$ cat config.mk
export PLATFORM = sky130hd
export DESIGN_NAME = cpsp_mul
export DESIGN_NICKNAME = d
export VERILOG_FILES = /design/src/rtl/cpsp_pkg.sv /design/src/rtl/cpsp_mul.sv
export SDC_FILE = /design/constraint.sdc
export NUM_CORES = 1
export LEC_CHECK = 0
export ABC_AREA = 0
export BUFFER_PORTS_ARGS = -buffer_cell sky130_fd_sc_hd__buf_2
export CAP_MARGIN = 10
export CORE_MARGIN = 4
export CORE_UTILIZATION = 52
export CTS_CLUSTER_SIZE = 28
export DETAILED_ROUTE_END_ITERATION = 10
export GPL_TIMING_DRIVEN = 0
export PLACE_DENSITY_LB_ADDON = 0.3
export SYNTH_ARGS = -nofsm -noshare
export SYNTH_HDL_FRONTEND = slang
export SYNTH_SLANG_ARGS = --single-unit
$ cat constraint.sdc
create_clock -name clk -period 2.95 [get_ports clk]
set_input_delay 0.4425 -clock clk [delete_from_list [all_inputs] [get_ports clk]]
set_output_delay 0.4425 -clock clk [all_outputs]
set_load 0.01 [all_outputs]
$ cat src/rtl/cpsp_pkg.sv
// ============================================================================
// cpsp_pkg
// shared widths, codes and constants of the cascaded position/speed pid
// ============================================================================
package cpsp_pkg;

    localparam int KIND_W        = 2;
    localparam int SMP_W         = 32;
    localparam int GAIN_W        = 24;
    localparam int SUM_W         = 48;
    localparam int ERR_W         = 33;
    localparam int ANG_W         = 34;
    localparam int ACC_W         = 72;
    localparam int CFG_IDX_W     = 3;
    localparam int CFG_W         = 32;
    localparam int FRAC_BITS_DEF = 16;
    localparam int DEC_K         = 1000;

    // pi with 32 fractional bits
    localparam longint PI_Q32 = 64'd13493037705;

    localparam logic [KIND_W-1:0] KIND_ANGLE = 2'd0;
    localparam logic [KIND_W-1:0] KIND_SPEED = 2'd1;
    localparam logic [KIND_W-1:0] KIND_TICK  = 2'd2;

    localparam logic [CFG_IDX_W-1:0] REG_GOAL = 3'd0;
    localparam logic [CFG_IDX_W-1:0] REG_PKP  = 3'd1;
    localparam logic [CFG_IDX_W-1:0] REG_PKI  = 3'd2;
    localparam logic [CFG_IDX_W-1:0] REG_PKD  = 3'd3;
    localparam logic [CFG_IDX_W-1:0] REG_SKP  = 3'd4;
    localparam logic [CFG_IDX_W-1:0] REG_SKI  = 3'd5;
    localparam logic [CFG_IDX_W-1:0] REG_SKD  = 3'd6;

    localparam logic signed [SMP_W-1:0] GOAL_RST = 32'sd102944;
    localparam logic [GAIN_W-1:0] PKP_RST = 24'd98304;
    localparam logic [GAIN_W-1:0] PKI_RST = 24'd0;
    localparam logic [GAIN_W-1:0] PKD_RST = 24'd0;
    localparam logic [GAIN_W-1:0] SKP_RST = 24'd262144;
    localparam logic [GAIN_W-1:0] SKI_RST = 24'd13107;
    localparam logic [GAIN_W-1:0] SKD_RST = 24'd3277;

    // pi rounded to f fractional bits
    function automatic longint pi_q(input int f);
        return (PI_Q32 + (longint'(1) << (31 - f))) >>> (32 - f);
    endfunction

endpackage

$ cat src/rtl/cpsp_mul.sv
// ============================================================================
// cpsp_mul
// bit-serial shift-add multiplier, signed multiplicand by unsigned multiplier
// ============================================================================
module cpsp_mul import cpsp_pkg::*; #(
    parameter int A_W = ACC_W,
    parameter int B_W = GAIN_W
) (
    input  logic                  clk,
    input  logic                  rst_n,
    input  logic                  start,
    input  logic signed [A_W-1:0] a,
    input  logic [B_W-1:0]        b,
    output logic                  busy,
    output logic signed [A_W-1:0] prod
);

    localparam int CNT_W = $clog2(B_W + 1);

    logic [CNT_W-1:0]      cnt_reg, cnt_next;
    logic signed [A_W-1:0] acc_reg, acc_next;
    logic signed [A_W-1:0] mcand_reg, mcand_next;
    logic [B_W-1:0]        mplier_reg, mplier_next;

    assign busy = (cnt_reg != '0);
    assign prod = acc_reg;

    always_comb
    begin
        cnt_next    = cnt_reg;
        acc_next    = acc_reg;
        mcand_next  = mcand_reg;
        mplier_next = mplier_reg;
        if (start)
        begin
            cnt_next    = CNT_W'(B_W);
            acc_next    = '0;
            mcand_next  = a;
            mplier_next = b;
        end
        else if (busy)
        begin
            // one multiplier bit per cycle
            if (mplier_reg[0])
            begin
                acc_next = acc_reg + mcand_reg;
            end
            mcand_next  = mcand_reg <<< 1;
            mplier_next = mplier_reg >> 1;
            cnt_next    = cnt_reg - CNT_W'(1);
        end
    end

    always_ff @(posedge clk or negedge rst_n)
    begin
        if (!rst_n)
        begin
            cnt_reg <= '0;
        end
        else
        begin
            cnt_reg <= cnt_next;
        end
    end

    always_ff @(posedge clk)
    begin
        acc_reg    <= acc_next;
        mcand_reg  <= mcand_next;
        mplier_reg <= mplier_next;
    end

endmodule

-- After elaboration in Yosys (flattened, before gate mapping)
Index checks and enable logic that the tools add are counted.
- reduce and logical (&&, ||, !) cells: 3
- equal/unequal tests: 0
- shift-type cells: 0
- order comparisons: 0
- muxes and demuxes: 6
- multiply operators: 0
- div/mod/pow operators: 0
- bitwise gates (word level): 0
- $add $sub $neg: 2
- operator list (operator ; count):
    72-bit 2-to-1 mux ; 2
    72-bit adder ; 1
    24-bit 2-to-1 mux ; 2
    5-bit 2-to-1 mux ; 2
    5-bit nonzero test ; 1
    5-bit by 1-bit subtractor with 5-bit output (second input constant) ; 1
    2-bit AND reduction ; 1
    2-bit nonzero test ; 1
- bits in read-only memories: 0
- bits of input ports: 99
- latch bits: 0
- bits in registers: 173
- RAM bits: 0
- memories kept: 0

-- Longest topological paths before layout
- depth after elaboration: 3
- depth in mapped cells: 12
- gate-level depth less buffers: 12

-- Worst setup path before layout
OpenSTA, ideal clock, no wires.
- path kind: register -> register
- start: register mcand_reg[21]
- end: register acc_reg[71], in the netlist prod[71]
- library setup time: 0.066 ns
- data arrival time: 2.824 ns
- required time: 2.884 ns
- cell stages (with the launch flop): 13
- setup slack: 0.060 ns
- cell sequence: edfxtp_1 > ha_1 > buf_6 > a21oi_4 > nand2_1 > a221o_1 > a221o_2 > a2111oi_2 > o311ai_1 > o211ai_1 > xor2_1 > or3_1 > a21oi_2
- word-level cells in the longest chain between the ends: 1
- RTL lines (item ; RTL line ; source):
    from (decl) ; cpsp_mul.sv:22 ; logic signed [A_W-1:0] mcand_reg, mcand_next;
    from (signal assigned) ; cpsp_mul.sv:69 ; mcand_reg <= mcand_next;
    72-bit adder ; cpsp_mul.sv:46 ; acc_next = acc_reg + mcand_reg;
    to (signal assigned) ; cpsp_mul.sv:68 ; acc_reg <= acc_next;
    to (decl) ; cpsp_mul.sv:21 ; logic signed [A_W-1:0] acc_reg, acc_next;
Every way passes these cells.
A chain may end at the register's enable or synchronous reset.

-- Final worst setup path
- start: register mcand_reg[18]
- end: register acc_reg[55], in the netlist prod[55]
The elaborated chain is that of the path after synthesis.

==> reports/metrics.yaml <==
job:
  drv_cap: 0
floorplan:
  pin_count: 172
  die_height_um: 154
  rows: 53
  core_area_um2: 21000
  dieWidth_um: 154
  dieArea_um2: 23700
  initial_core_util_pct: 52.7
clock_network:
  cts_buffers: 17
  cts_tree: "built"
  clock_latency_ps: 450
  htree_levels: 4
  clk_pin_slew_worst_paths_ps: 80
  clockBufferDepth: 2
  cts_root_buf: "clkbuf_16"
  clock_sinks: 173
synthesis:
  synth_area_leaders: "edfxtp_1, dfxtp_1, mux2_2"
  syn_inst: 1175
  synthesis.area_um2: 11100
  yosysTopAreaCellShare_pct: 26.0
  yosys.area.top_type: "edfxtp_1"
  ys_seq_elements: 173
  ys_types: 74
  synth_ff_type: "edfxtp_1"
  yosys_warnings: 0
  syn_nets: 1348
  postSynthAreaPerCell_um2: 9.43
  synth_edf_count: 96
  ys_async_sr_fraction_pct: 2.89
  synth-seq-area-share_pct: 40.2
grt:
  grt_max_degree: 61
  antenna_found_initial: 0
  grt_pass1_vias: 9275
  grt.total_usage_pct: 24.4
  grt.overflow.total: 0
  grt_pass1_wl_um: 47400
route:
  wire_per_inst_um: 17.9
  vias: 9625
  drcViolationCount: 1
  avgViaCountPerCell: 5.77
  drt-initial-drc-count: 648
  dr.pass1.iters: 10
  drtAntennaViolNets: 0
  drt_wl_total_um: 29800
critical_path:
  cpMostUsedCell: "buf_4"
  endpoint: "prod[55]"
  reg2regPathDepth: 14
  end_kind: "flop"
  crit_fanout: 5
  start_kind: "flop"
  crit_path_cell_trace: "ha_4 -> buf_6 -> a21oi_4 -> o21ai_1 -> a221o_1 -> a221o_2 -> a2111oi_4 -> buf_4 -> nor3_2 -> nor2_2 -> buf_4 -> xnor2_2 -> nand2_1 -> a21oi_2"
  crit_start: "mcand_reg[18]"
  required_ps: 3320
  cpMaxStageDelayCell: "edfxtp_1"
  cp_slowest_stage_delay_ps: 440
  timing.rr.start: "mcand_reg[18]"
  rr_endpoint: "prod[55]"
  crit_arrival_ps: 3530
  r2r_slack_ps: -210
  worstSetupPathType: "reg2reg"
timing:
  max_slew_margin_pct: 53.6
  rsz0062_at_grt: "yes"
  fin_crit_sh_pct: 107
  hold_viol_final: 0
  setup_viol: 12
  drv_slew: 0
  finClkSkew_ps: 18.1
  max_freq_mhz: 316
  final.setup.worst_slack_ps: -214
  worstMarginPinSlew_ps: 689
  period_needed_ps: 3160
final_layout:
  multiInputGateArea_um2: 6850
  syn_to_final_growth_pct: 23.9
  diodes: 0
  final_common_cell: "buf_2"
  nFillCells: 1795
  drive_gt1_share_pct: 32.9
  fin_util_pct: 65.3
  ff_latch_area_um2: 4450
  layout_common_cells: "buf_2, nand2_1, a21oi_1"
  final_nets: 1554
outcome:
  status: "finished with violations"
  failed_checks: "design-rule violations, negative setup slack"
power:
  p_leak_nw: 5.65
  power_frac_clock_pct: 22.1
  vdd_ir_drop_max_v: 0.000371
  switching_power_w: 0.00428
  pwr-share-comb_pct: 46.2
  power_density_nw_per_um2: 771
  p_seq_share_pct: 31.7
  p_int_w: 0.00630
  switching_share_pct: 40.4
placement:
  place.gp.congestion: 0.913
  pre_cts_ws_ps: -578
  port_buffers: 170
  hpwl_um: 21800
min_path:
  min_path_cells: 2
  hold_class: "in2reg"
critical path, delay by kind of cell (launching register included):
kind | cells | cell delay [ps]
AOI/OAI and AO/OA | 6 | 1570
xor gates and xnor gates | 1 | 100
adders and majority gates | 1 | 240
buffers and inverters | 3 | 460
DFF | 1 | 440
and+or+nand+nor | 3 | 290
area by class of cell:
cell class,count,area share (%)
tap,275,2.51
clock buffer,17,3.10
multi-input combinational,905,49.9
buffer,58,2.00
inverter,30,0.820
timing repair buffer,196,7.90
sequential,173,32.4
clock inverter,15,1.38
worst min path at each step:
| stage | from | end | slack [ps] |
|---|---|---|---|
| after floorplan | rst_n | cnt_reg[0] | 150 |
| after global placement | rst_n | cnt_reg[0] | 260 |
| after detailed placement | rst_n | cnt_reg[2] | 270 |
| after CTS | a[0] | mcand_reg[0] | 270 |
| after global routing | a[0] | mcand_reg[0] | 280 |
| final | a[0] | mcand_reg[0] | 280 |
layer usage:
layer / routed length [um] / track usage [%]
met1: 13400 / 33.2
met2: 14000 / 39.6
met3: 1920 / 5.01
met4: 590 / 6.81
met5: 0 / 0
per-stage QoR:
| stage | cells | setup TNS [ps] | area, um^2 | hold WS (ps) | power (W) |
|---|---|---|---|---|---|
| after floorplan | 1175 | 0 | 11100 | 147 | 0.00645 |
| final | 1669 | -1230 | 13700 | 277 | 0.0106 |
| after detailed placement | 1621 | -51130 | 12300 | 266 | 0.00759 |
| after global routing | 1669 | -3320 | 13700 | 280 | 0.0113 |
| after CTS | 1670 | -470 | 13300 | 268 | 0.0102 |
| after global placement | 1620 | -149510 | 12300 | 265 | 0.00753 |
cells by family after synthesis:
logic type               share of synthesized area, %
AND/OR/NAND/NOR                                  13.7
buffers and inverters                            3.83
multiplexers                                     9.73
XOR/XNOR                                         4.82
adder cells (fa/ha/maj)                          8.42
flip-flops                                       40.2
AO/OA/AOI/OAI                                    19.4
synthesized netlist by cell type, drive strengths merged (18+ instances only):
cell / instances
nor2: 59
nand2: 157
inv: 30
o21ai: 80
nand4: 32
xnor2: 43
ha: 73
mux2: 94
clkbuf: 52
a21o: 25
a21oi: 153
dfxtp: 72
o21bai: 20
edfxtp: 96
xor2: 18
power by group through the flow:
stage / Sequential, W / Combinational, W / Clock, W
4_1_cts: 0.00333 / 0.00452 / 0.00237
5_1_grt: 0.00341 / 0.00540 / 0.00248
2_1_floorplan: 0.00340 / 0.00305 / 0
3_5_place_dp: 0.00337 / 0.00422 / 0
3_3_place_gp: 0.00335 / 0.00417 / 0
6_report: 0.00335 / 0.00489 / 0.00233
what timing repair did:
item	CTS	global route
hold buffers	1	0
pin swaps	28	52
endpoints found under the setup margin	96	40
resized for setup	53	94
endpoints found under the hold margin	5	0
buffers inserted	21	6
Note: power is estimated with default switching activity, not from simulation.
