### config.mk
export PLATFORM = sky130hd
export DESIGN_NAME = cpsp_div
export DESIGN_NICKNAME = d
export VERILOG_FILES = /design/src/rtl/cpsp_pkg.sv /design/src/rtl/cpsp_div.sv
export SDC_FILE = /design/constraint.sdc
export NUM_CORES = 1
export LEC_CHECK = 0
export ABC_AREA = 0
export BUFFER_PORTS_ARGS = -buffer_cell sky130_fd_sc_hd__buf_2
export CAP_MARGIN = 15
export CORE_ASPECT_RATIO = 0.6
export CORE_MARGIN = 4
export CORE_UTILIZATION = 56
export DETAILED_ROUTE_END_ITERATION = 16
export GPL_TIMING_DRIVEN = 0
export PLACE_DENSITY = 0.81
export SYNTH_ARGS = -nofsm -noshare
export SYNTH_HDL_FRONTEND = slang
export SYNTH_SLANG_ARGS = --single-unit
### constraint.sdc
create_clock -name clk -period 3.35 [get_ports clk]
set_clock_uncertainty 0.05 [all_clocks]
set_input_delay 0.67 -clock clk [delete_from_list [all_inputs] [get_ports clk]]
set_output_delay 0.67 -clock clk [all_outputs]
set_load 0.005 [all_outputs]
### src/rtl/cpsp_pkg.sv
// ============================================================================
// cpsp_pkg
// shared widths, codes and constants of the cascaded position/speed pid
// ============================================================================
package cpsp_pkg;

    localparam int KIND_W        = 2;
    localparam int SMP_W         = 32;
    localparam int GAIN_W        = 24;
    localparam int SUM_W         = 48;
    localparam int ERR_W         = 33;
    localparam int ANG_W         = 34;
    localparam int ACC_W         = 72;
    localparam int CFG_IDX_W     = 3;
    localparam int CFG_W         = 32;
    localparam int FRAC_BITS_DEF = 16;
    localparam int DEC_K         = 1000;

    // pi with 32 fractional bits
    localparam longint PI_Q32 = 64'd13493037705;

    localparam logic [KIND_W-1:0] KIND_ANGLE = 2'd0;
    localparam logic [KIND_W-1:0] KIND_SPEED = 2'd1;
    localparam logic [KIND_W-1:0] KIND_TICK  = 2'd2;

    localparam logic [CFG_IDX_W-1:0] REG_GOAL = 3'd0;
    localparam logic [CFG_IDX_W-1:0] REG_PKP  = 3'd1;
    localparam logic [CFG_IDX_W-1:0] REG_PKI  = 3'd2;
    localparam logic [CFG_IDX_W-1:0] REG_PKD  = 3'd3;
    localparam logic [CFG_IDX_W-1:0] REG_SKP  = 3'd4;
    localparam logic [CFG_IDX_W-1:0] REG_SKI  = 3'd5;
    localparam logic [CFG_IDX_W-1:0] REG_SKD  = 3'd6;

    localparam logic signed [SMP_W-1:0] GOAL_RST = 32'sd102944;
    localparam logic [GAIN_W-1:0] PKP_RST = 24'd98304;
    localparam logic [GAIN_W-1:0] PKI_RST = 24'd0;
    localparam logic [GAIN_W-1:0] PKD_RST = 24'd0;
    localparam logic [GAIN_W-1:0] SKP_RST = 24'd262144;
    localparam logic [GAIN_W-1:0] SKI_RST = 24'd13107;
    localparam logic [GAIN_W-1:0] SKD_RST = 24'd3277;

    // pi rounded to f fractional bits
    function automatic longint pi_q(input int f);
        return (PI_Q32 + (longint'(1) << (31 - f))) >>> (32 - f);
    endfunction

endpackage

### src/rtl/cpsp_div.sv
// ============================================================================
// cpsp_div
// bit-serial restoring divider, floor quotient and remainder of a signed value
// ============================================================================
module cpsp_div import cpsp_pkg::*; #(
    parameter int X_W = SUM_W,
    parameter int D_W = 20
) (
    input  logic                  clk,
    input  logic                  rst_n,
    input  logic                  start,
    input  logic signed [X_W-1:0] x,
    input  logic [D_W-1:0]        d,
    output logic                  busy,
    output logic signed [X_W-1:0] quo,
    output logic [D_W-1:0]        rem
);

    localparam int CNT_W = $clog2(X_W + 1);

    logic [CNT_W-1:0] cnt_reg, cnt_next;
    logic             neg_reg, neg_next;
    logic [D_W-1:0]   d_reg, d_next;
    logic [X_W-1:0]   dvd_reg, dvd_next;
    logic [D_W-1:0]   rem_reg, rem_next;
    logic [D_W:0]     trial;
    logic             fits;

    assign busy  = (cnt_reg != '0);
    assign trial = {rem_reg, dvd_reg[X_W-1]};
    assign fits  = (trial >= {1'b0, d_reg});

    // a negative value is divided as its complement and mapped back
    assign quo = neg_reg ? $signed(~dvd_reg) : $signed(dvd_reg);
    assign rem = neg_reg ? (d_reg - D_W'(1) - rem_reg) : rem_reg;

    always_comb
    begin
        cnt_next = cnt_reg;
        neg_next = neg_reg;
        d_next   = d_reg;
        dvd_next = dvd_reg;
        rem_next = rem_reg;
        if (start)
        begin
            cnt_next = CNT_W'(X_W);
            neg_next = x[X_W-1];
            d_next   = d;
            dvd_next = x[X_W-1] ? ~x : x;
            rem_next = '0;
        end
        else if (busy)
        begin
            rem_next = fits ? D_W'(trial - {1'b0, d_reg}) : trial[D_W-1:0];
            dvd_next = {dvd_reg[X_W-2:0], fits};
            cnt_next = cnt_reg - CNT_W'(1);
        end
    end

    always_ff @(posedge clk or negedge rst_n)
    begin
        if (!rst_n)
        begin
            cnt_reg <= '0;
        end
        else
        begin
            cnt_reg <= cnt_next;
        end
    end

    always_ff @(posedge clk)
    begin
        neg_reg <= neg_next;
        d_reg   <= d_next;
        dvd_reg <= dvd_next;
        rem_reg <= rem_next;
    end

endmodule

# After elaboration in Yosys (flattened, before gate mapping)

Cells that the tools add are included.

Add/sub/neg operators: 4
$lt $le $gt $ge: 1
Muxes and demuxes: 8
Bitwise gates (word level): 2
Reduce and logical (&&, ||, !) cells: 2

Operators with widths:

| cell                                               | number |
|---|---|
| 2-to-1 mux 48 bit                                  | 4 |
| NOT 48 bit                                         | 2 |
| 2-to-1 mux 20 bit                                  | 2 |
| subtractor 20 bit                                  | 2 |
| greater-or-equal comparator 21 x 20 -> 1 bit       | 1 |
| subtractor 20 x 1 -> 20 bit, second input constant | 1 |
| 2-to-1 mux 6 bit                                   | 2 |
| nonzero test 6 bit                                 | 1 |
| subtractor 6 x 1 -> 6 bit, second input constant   | 1 |
| nonzero test 2 bit                                 | 1 |

Flip-flop bits (word level): 95
Bits of input ports: 71
Output and inout port bits: 69
Word-level logic and storage cells: 22

# Depth between registers and ports, before layout

Depth after elaboration: 3
Gate-level depth with buffers: 12
Mapped depth without buffers: 11

# Worst setup path before layout

No wires, ideal clock.

Path type: flip-flop to output port
Start point: reg d_reg[0]
End point: out rem[18]
Data arrival time: 2.358 ns
Data required time: 2.630 ns
Setup slack: 0.272 ns
Stages on the path, launching flop included: 10
Buffers on the path: 0
Path through: edfxtp_1 ha_1 fa_1 a21o_1 a211oi_1 o21ai_1 a31o_2 a221oi_1 xor2_1 mux2i_1

Word-level cells in the longest chain between the ends: 3

Ends and longest elaborated chain:

| item                        | RTL line       | text |
|---|---|---|
| start: declaration          | cpsp_div.sv:23 | `logic [D_W-1:0] d_reg, d_next;` |
| start signal: assignment    | cpsp_div.sv:75 | `d_reg <= d_next;` |
| subtractor 20 x 1 -> 20 bit | cpsp_div.sv:35 | `assign rem = neg_reg ? (d_reg - D_W'(1) - rem_reg) : rem_reg;` |
| subtractor 20 bit           | cpsp_div.sv:35 |  |
| 2-to-1 mux 20 bit           | cpsp_div.sv:35 |  |
| end: declaration            | cpsp_div.sv:16 | `output logic [D_W-1:0] rem` |

No other way between the ends.

# Final worst setup path

Start point: reg d_reg[0]
End point: out rem[12]

The elaborated chain is that of the path after synthesis.

==> results.toml <==
[outcome]
status = "finished with violations"
violations = "setup timing"

[setup_path]
r2r_end = "rem_reg[14]$_SDFFE_PP0P_"
r2r_cells = 15
critPathCaptureType = "output pin"
r2r_start = "d_reg[1]$_DFFE_PP_"
reg2reg_slack_ns = 0.12
crit_required_ns = 2.63
critPathLaunch = "d_reg[0]$_DFFE_PP_"
crit_fanout = 4
endpoint = "rem[12]"
crit_type = "register to output pin"
cp-start-kind = "register"
crit_arrival_ns = 2.94

[sta]
setup-violations-final = 9
period_minus_slack_ns = 3.66
hold_violations = 0
setup_ws_ns = -0.306
max_slew_margin_pct = 40.8
rsz0062_at_grt = "true"
period_share_pct = 109
fmax_mhz = 274
slew_viol_final = 0
tightest_slew_ns = 0.888
holdWs_ns = 0.0923

[global_route]
grt_pass1_vias = 5692
grt_usage_pct = 26.8
antenna_found_initial = 0
grt_max_degree = 33
overflow = 0
grt_first_pass_wirelength_um = 29600

[routing]
firstDrtPassIters = 5
drt-initial-drc-count = 620
route.detailed.drc = 0
via_per_inst = 5.73
ant_nets = 0
vias = 6121
wl_um = 19100
wl_per_cell_um = 17.9

[clock_network]
cts_sinks = 95
numCtsBuffers = 9
h-tree-depth = 3
cts_hold_buf = 0
clk_pin_slew_ns = 0.07
cts-root-buf = "clkbuf_16"
clk_latency_ns = 0.35
cts_tree = "built"
clock_path_buffers = 2

[place]
gp_congestion = 0.921
hpwl_um = 14000
dpl_cell_area_um2 = 7720
io_buffers = 139

[cells_and_area]
fin_area_um2 = 8430
largest_reg_flops = 48
final_cell_mix = "buf_2, nor2_1, a21oi_1"
n_fill_cell = 857
antennaDiodeCount = 0
fin_nets = 1016
drive_gt1_share_pct = 25.6
area_delta_synth_final_pct = 24.0
final_common_cell = "buf_2"

[power_and_ir_drop]
power_uw = 5670
p_per_area_nw_per_um2 = 672
vdd_drop_max_uv = 360
power.leakage_uw = 0.00360

[synth]
synth_warnings = 0
synth_area_um2 = 6800
ys_seq_area_share_pct = 38.6
synth_edf_count = 69
ys.flop_type = "edfxtp_1"
synth_area_per_cell_um2 = 9.23
netlist_instances = 737
ys_ff_latch = 95
synth_adder_area_share_pct = 7.95
synth_compound_area_share_pct = 17.8
syn-num-nets = 850
synth_mux_area_share_pct = 1.82
synthArstFlopShare_pct = 6.32
synth_simple_gate_area_share_pct = 12.0
synth_top_family_by_area = "compound AO/OA/AOI/OAI gates"
yosys.area_share.xor_xnor_pct = 16.5
ys_types = 65

[floorplanning]
initial_core_util_pct = 58.8
die_width_um = 150
core_um2 = 11600
die_y_um = 93.4
num_io_pins = 140
design.die.area_um2 = 14000
rows = 30

[run]
cap_violations = 0

[hold_path]
worstHoldPathType = "primary input to async pin"
-- worst min-delay path by stage --
| stage | from | to | depth (start not counted) | slack (ns) |
|---|---|---|---|---|
| 6_report | rst_n | cnt_reg[0]$_DFFE_PN0P_ | 1 | 0.09 |
| 3_3_place_gp | rst_n | cnt_reg[3]$_DFFE_PN0P_ | 1 | 0.45 |
| 4_1_cts | rst_n | cnt_reg[1]$_DFFE_PN0P_ | 1 | 0.09 |
| 3_5_place_dp | rem_reg[17]$_SDFFE_PP0P_ | rem_reg[17]$_SDFFE_PP0P_ | 2 | 0.45 |
| 5_1_grt | rst_n | cnt_reg[5]$_DFFE_PN0P_ | 1 | 0.1 |
| 2_1_floorplan | rst_n | cnt_reg[0]$_DFFE_PN0P_ | 0 | 0.32 |
-- cells in the mapped netlist, types with 5 or more instances --
master    count  area (um2)
inv_1        53         199
a21o_1       20         150
ha_1         40         500
nor2_1       94         353
o21ai_0      26         130
edfxtp_1     69        2070
clkbuf_1     20        75.1
dfrtp_1       6         150
a21oi_1      79         395
a211oi_1      7        52.6
buf_1        10        37.5
o21ai_1       5        25.0
xor2_1       61         534
and3_1        6        37.5
nand2_1      39         146
and2_1        5        31.3
nand3_1       8        40.0
nor3_1        7        35.0
dfxtp_1      20         400
xnor2_1      67         587
mux2i_1       9        90.1
o32ai_1       9        78.8
nor2b_1       5        31.3
-- report_power, final --
group | switching [uW] | leakage [uW] | total (uW) | internal [uW]
Sequential | 156 | 0.000929 | 1630 | 1470
Combinational | 1560 | 0.00250 | 2840 | 1280
Clock | 464 | 0.000165 | 1200 | 738
-- cell families (layout without fill, tap and decap cells) --
logic type / count (synthesis) / in the layout
compound gates: 187 / 187
xor+xnor: 128 / 128
fa+ha+maj: 42 / 42
buf+inv: 91 / 262
flops: 95 / 95
mux: 12 / 12
simple gates: 182 / 182
-- critical path, stage by stage (launching register included) --
cell and delay (ns):
edfxtp_1 0.43, ha_4 0.20, fa_2 0.34, a21o_1 0.21
a211oi_4 0.31, o21ai_2 0.12, a31o_4 0.28, a21o_1 0.21
a21oi_2 0.14, xnor2_1 0.12, mux2i_1 0.08, buf_2 0.16
-- per-stage QoR --
stage | TNS (ns) | instances | setup slack, ns | util (%)
4_1_cts | -1.16 | 1061 | -0.250 | 71.0
6_report | -1.69 | 1068 | -0.306 | 72.9
3_3_place_gp | -68.25 | 1036 | -1.31 | 66.6
5_1_grt | -3.15 | 1068 | -0.367 | 72.9
2_1_floorplan | 0 | 737 | 0.272 | -
3_5_place_dp | -0.681 | 1037 | -0.261 | 66.7
-- final cells by class --
| type | count | area [um2] | share of cell area (%) |
|---|---|---|---|
| buffer | 36 | 158 | 1.87 |
| clock buffer | 10 | 229 | 2.72 |
| clock inverter | 6 | 118 | 1.39 |
| inverter | 53 | 199 | 2.36 |
| multi-input combinational | 551 | 4040 | 47.9 |
| sequential | 95 | 2630 | 31.1 |
| tap | 160 | 200 | 2.37 |
| timing repair buffer | 157 | 867 | 10.3 |
-- what timing repair did --
item / 4_1_cts / 5_1_grt
buffers inserted: 8 / 9
pin swaps: 9 / 10
resized for setup: 27 / 29
setup endpoints to repair: 12 / 36
-- routing by layer --
| layer | wire length [um] | GRT usage, % |
|---|---|---|
| met5 | 0 | 0 |
| met4 | 184 | 4.57 |
| met3 | 1680 | 4.84 |
| met2 | 8070 | 38.4 |
| met1 | 9190 | 42.3 |
Note: power is estimated with default switching activity, not from simulation.
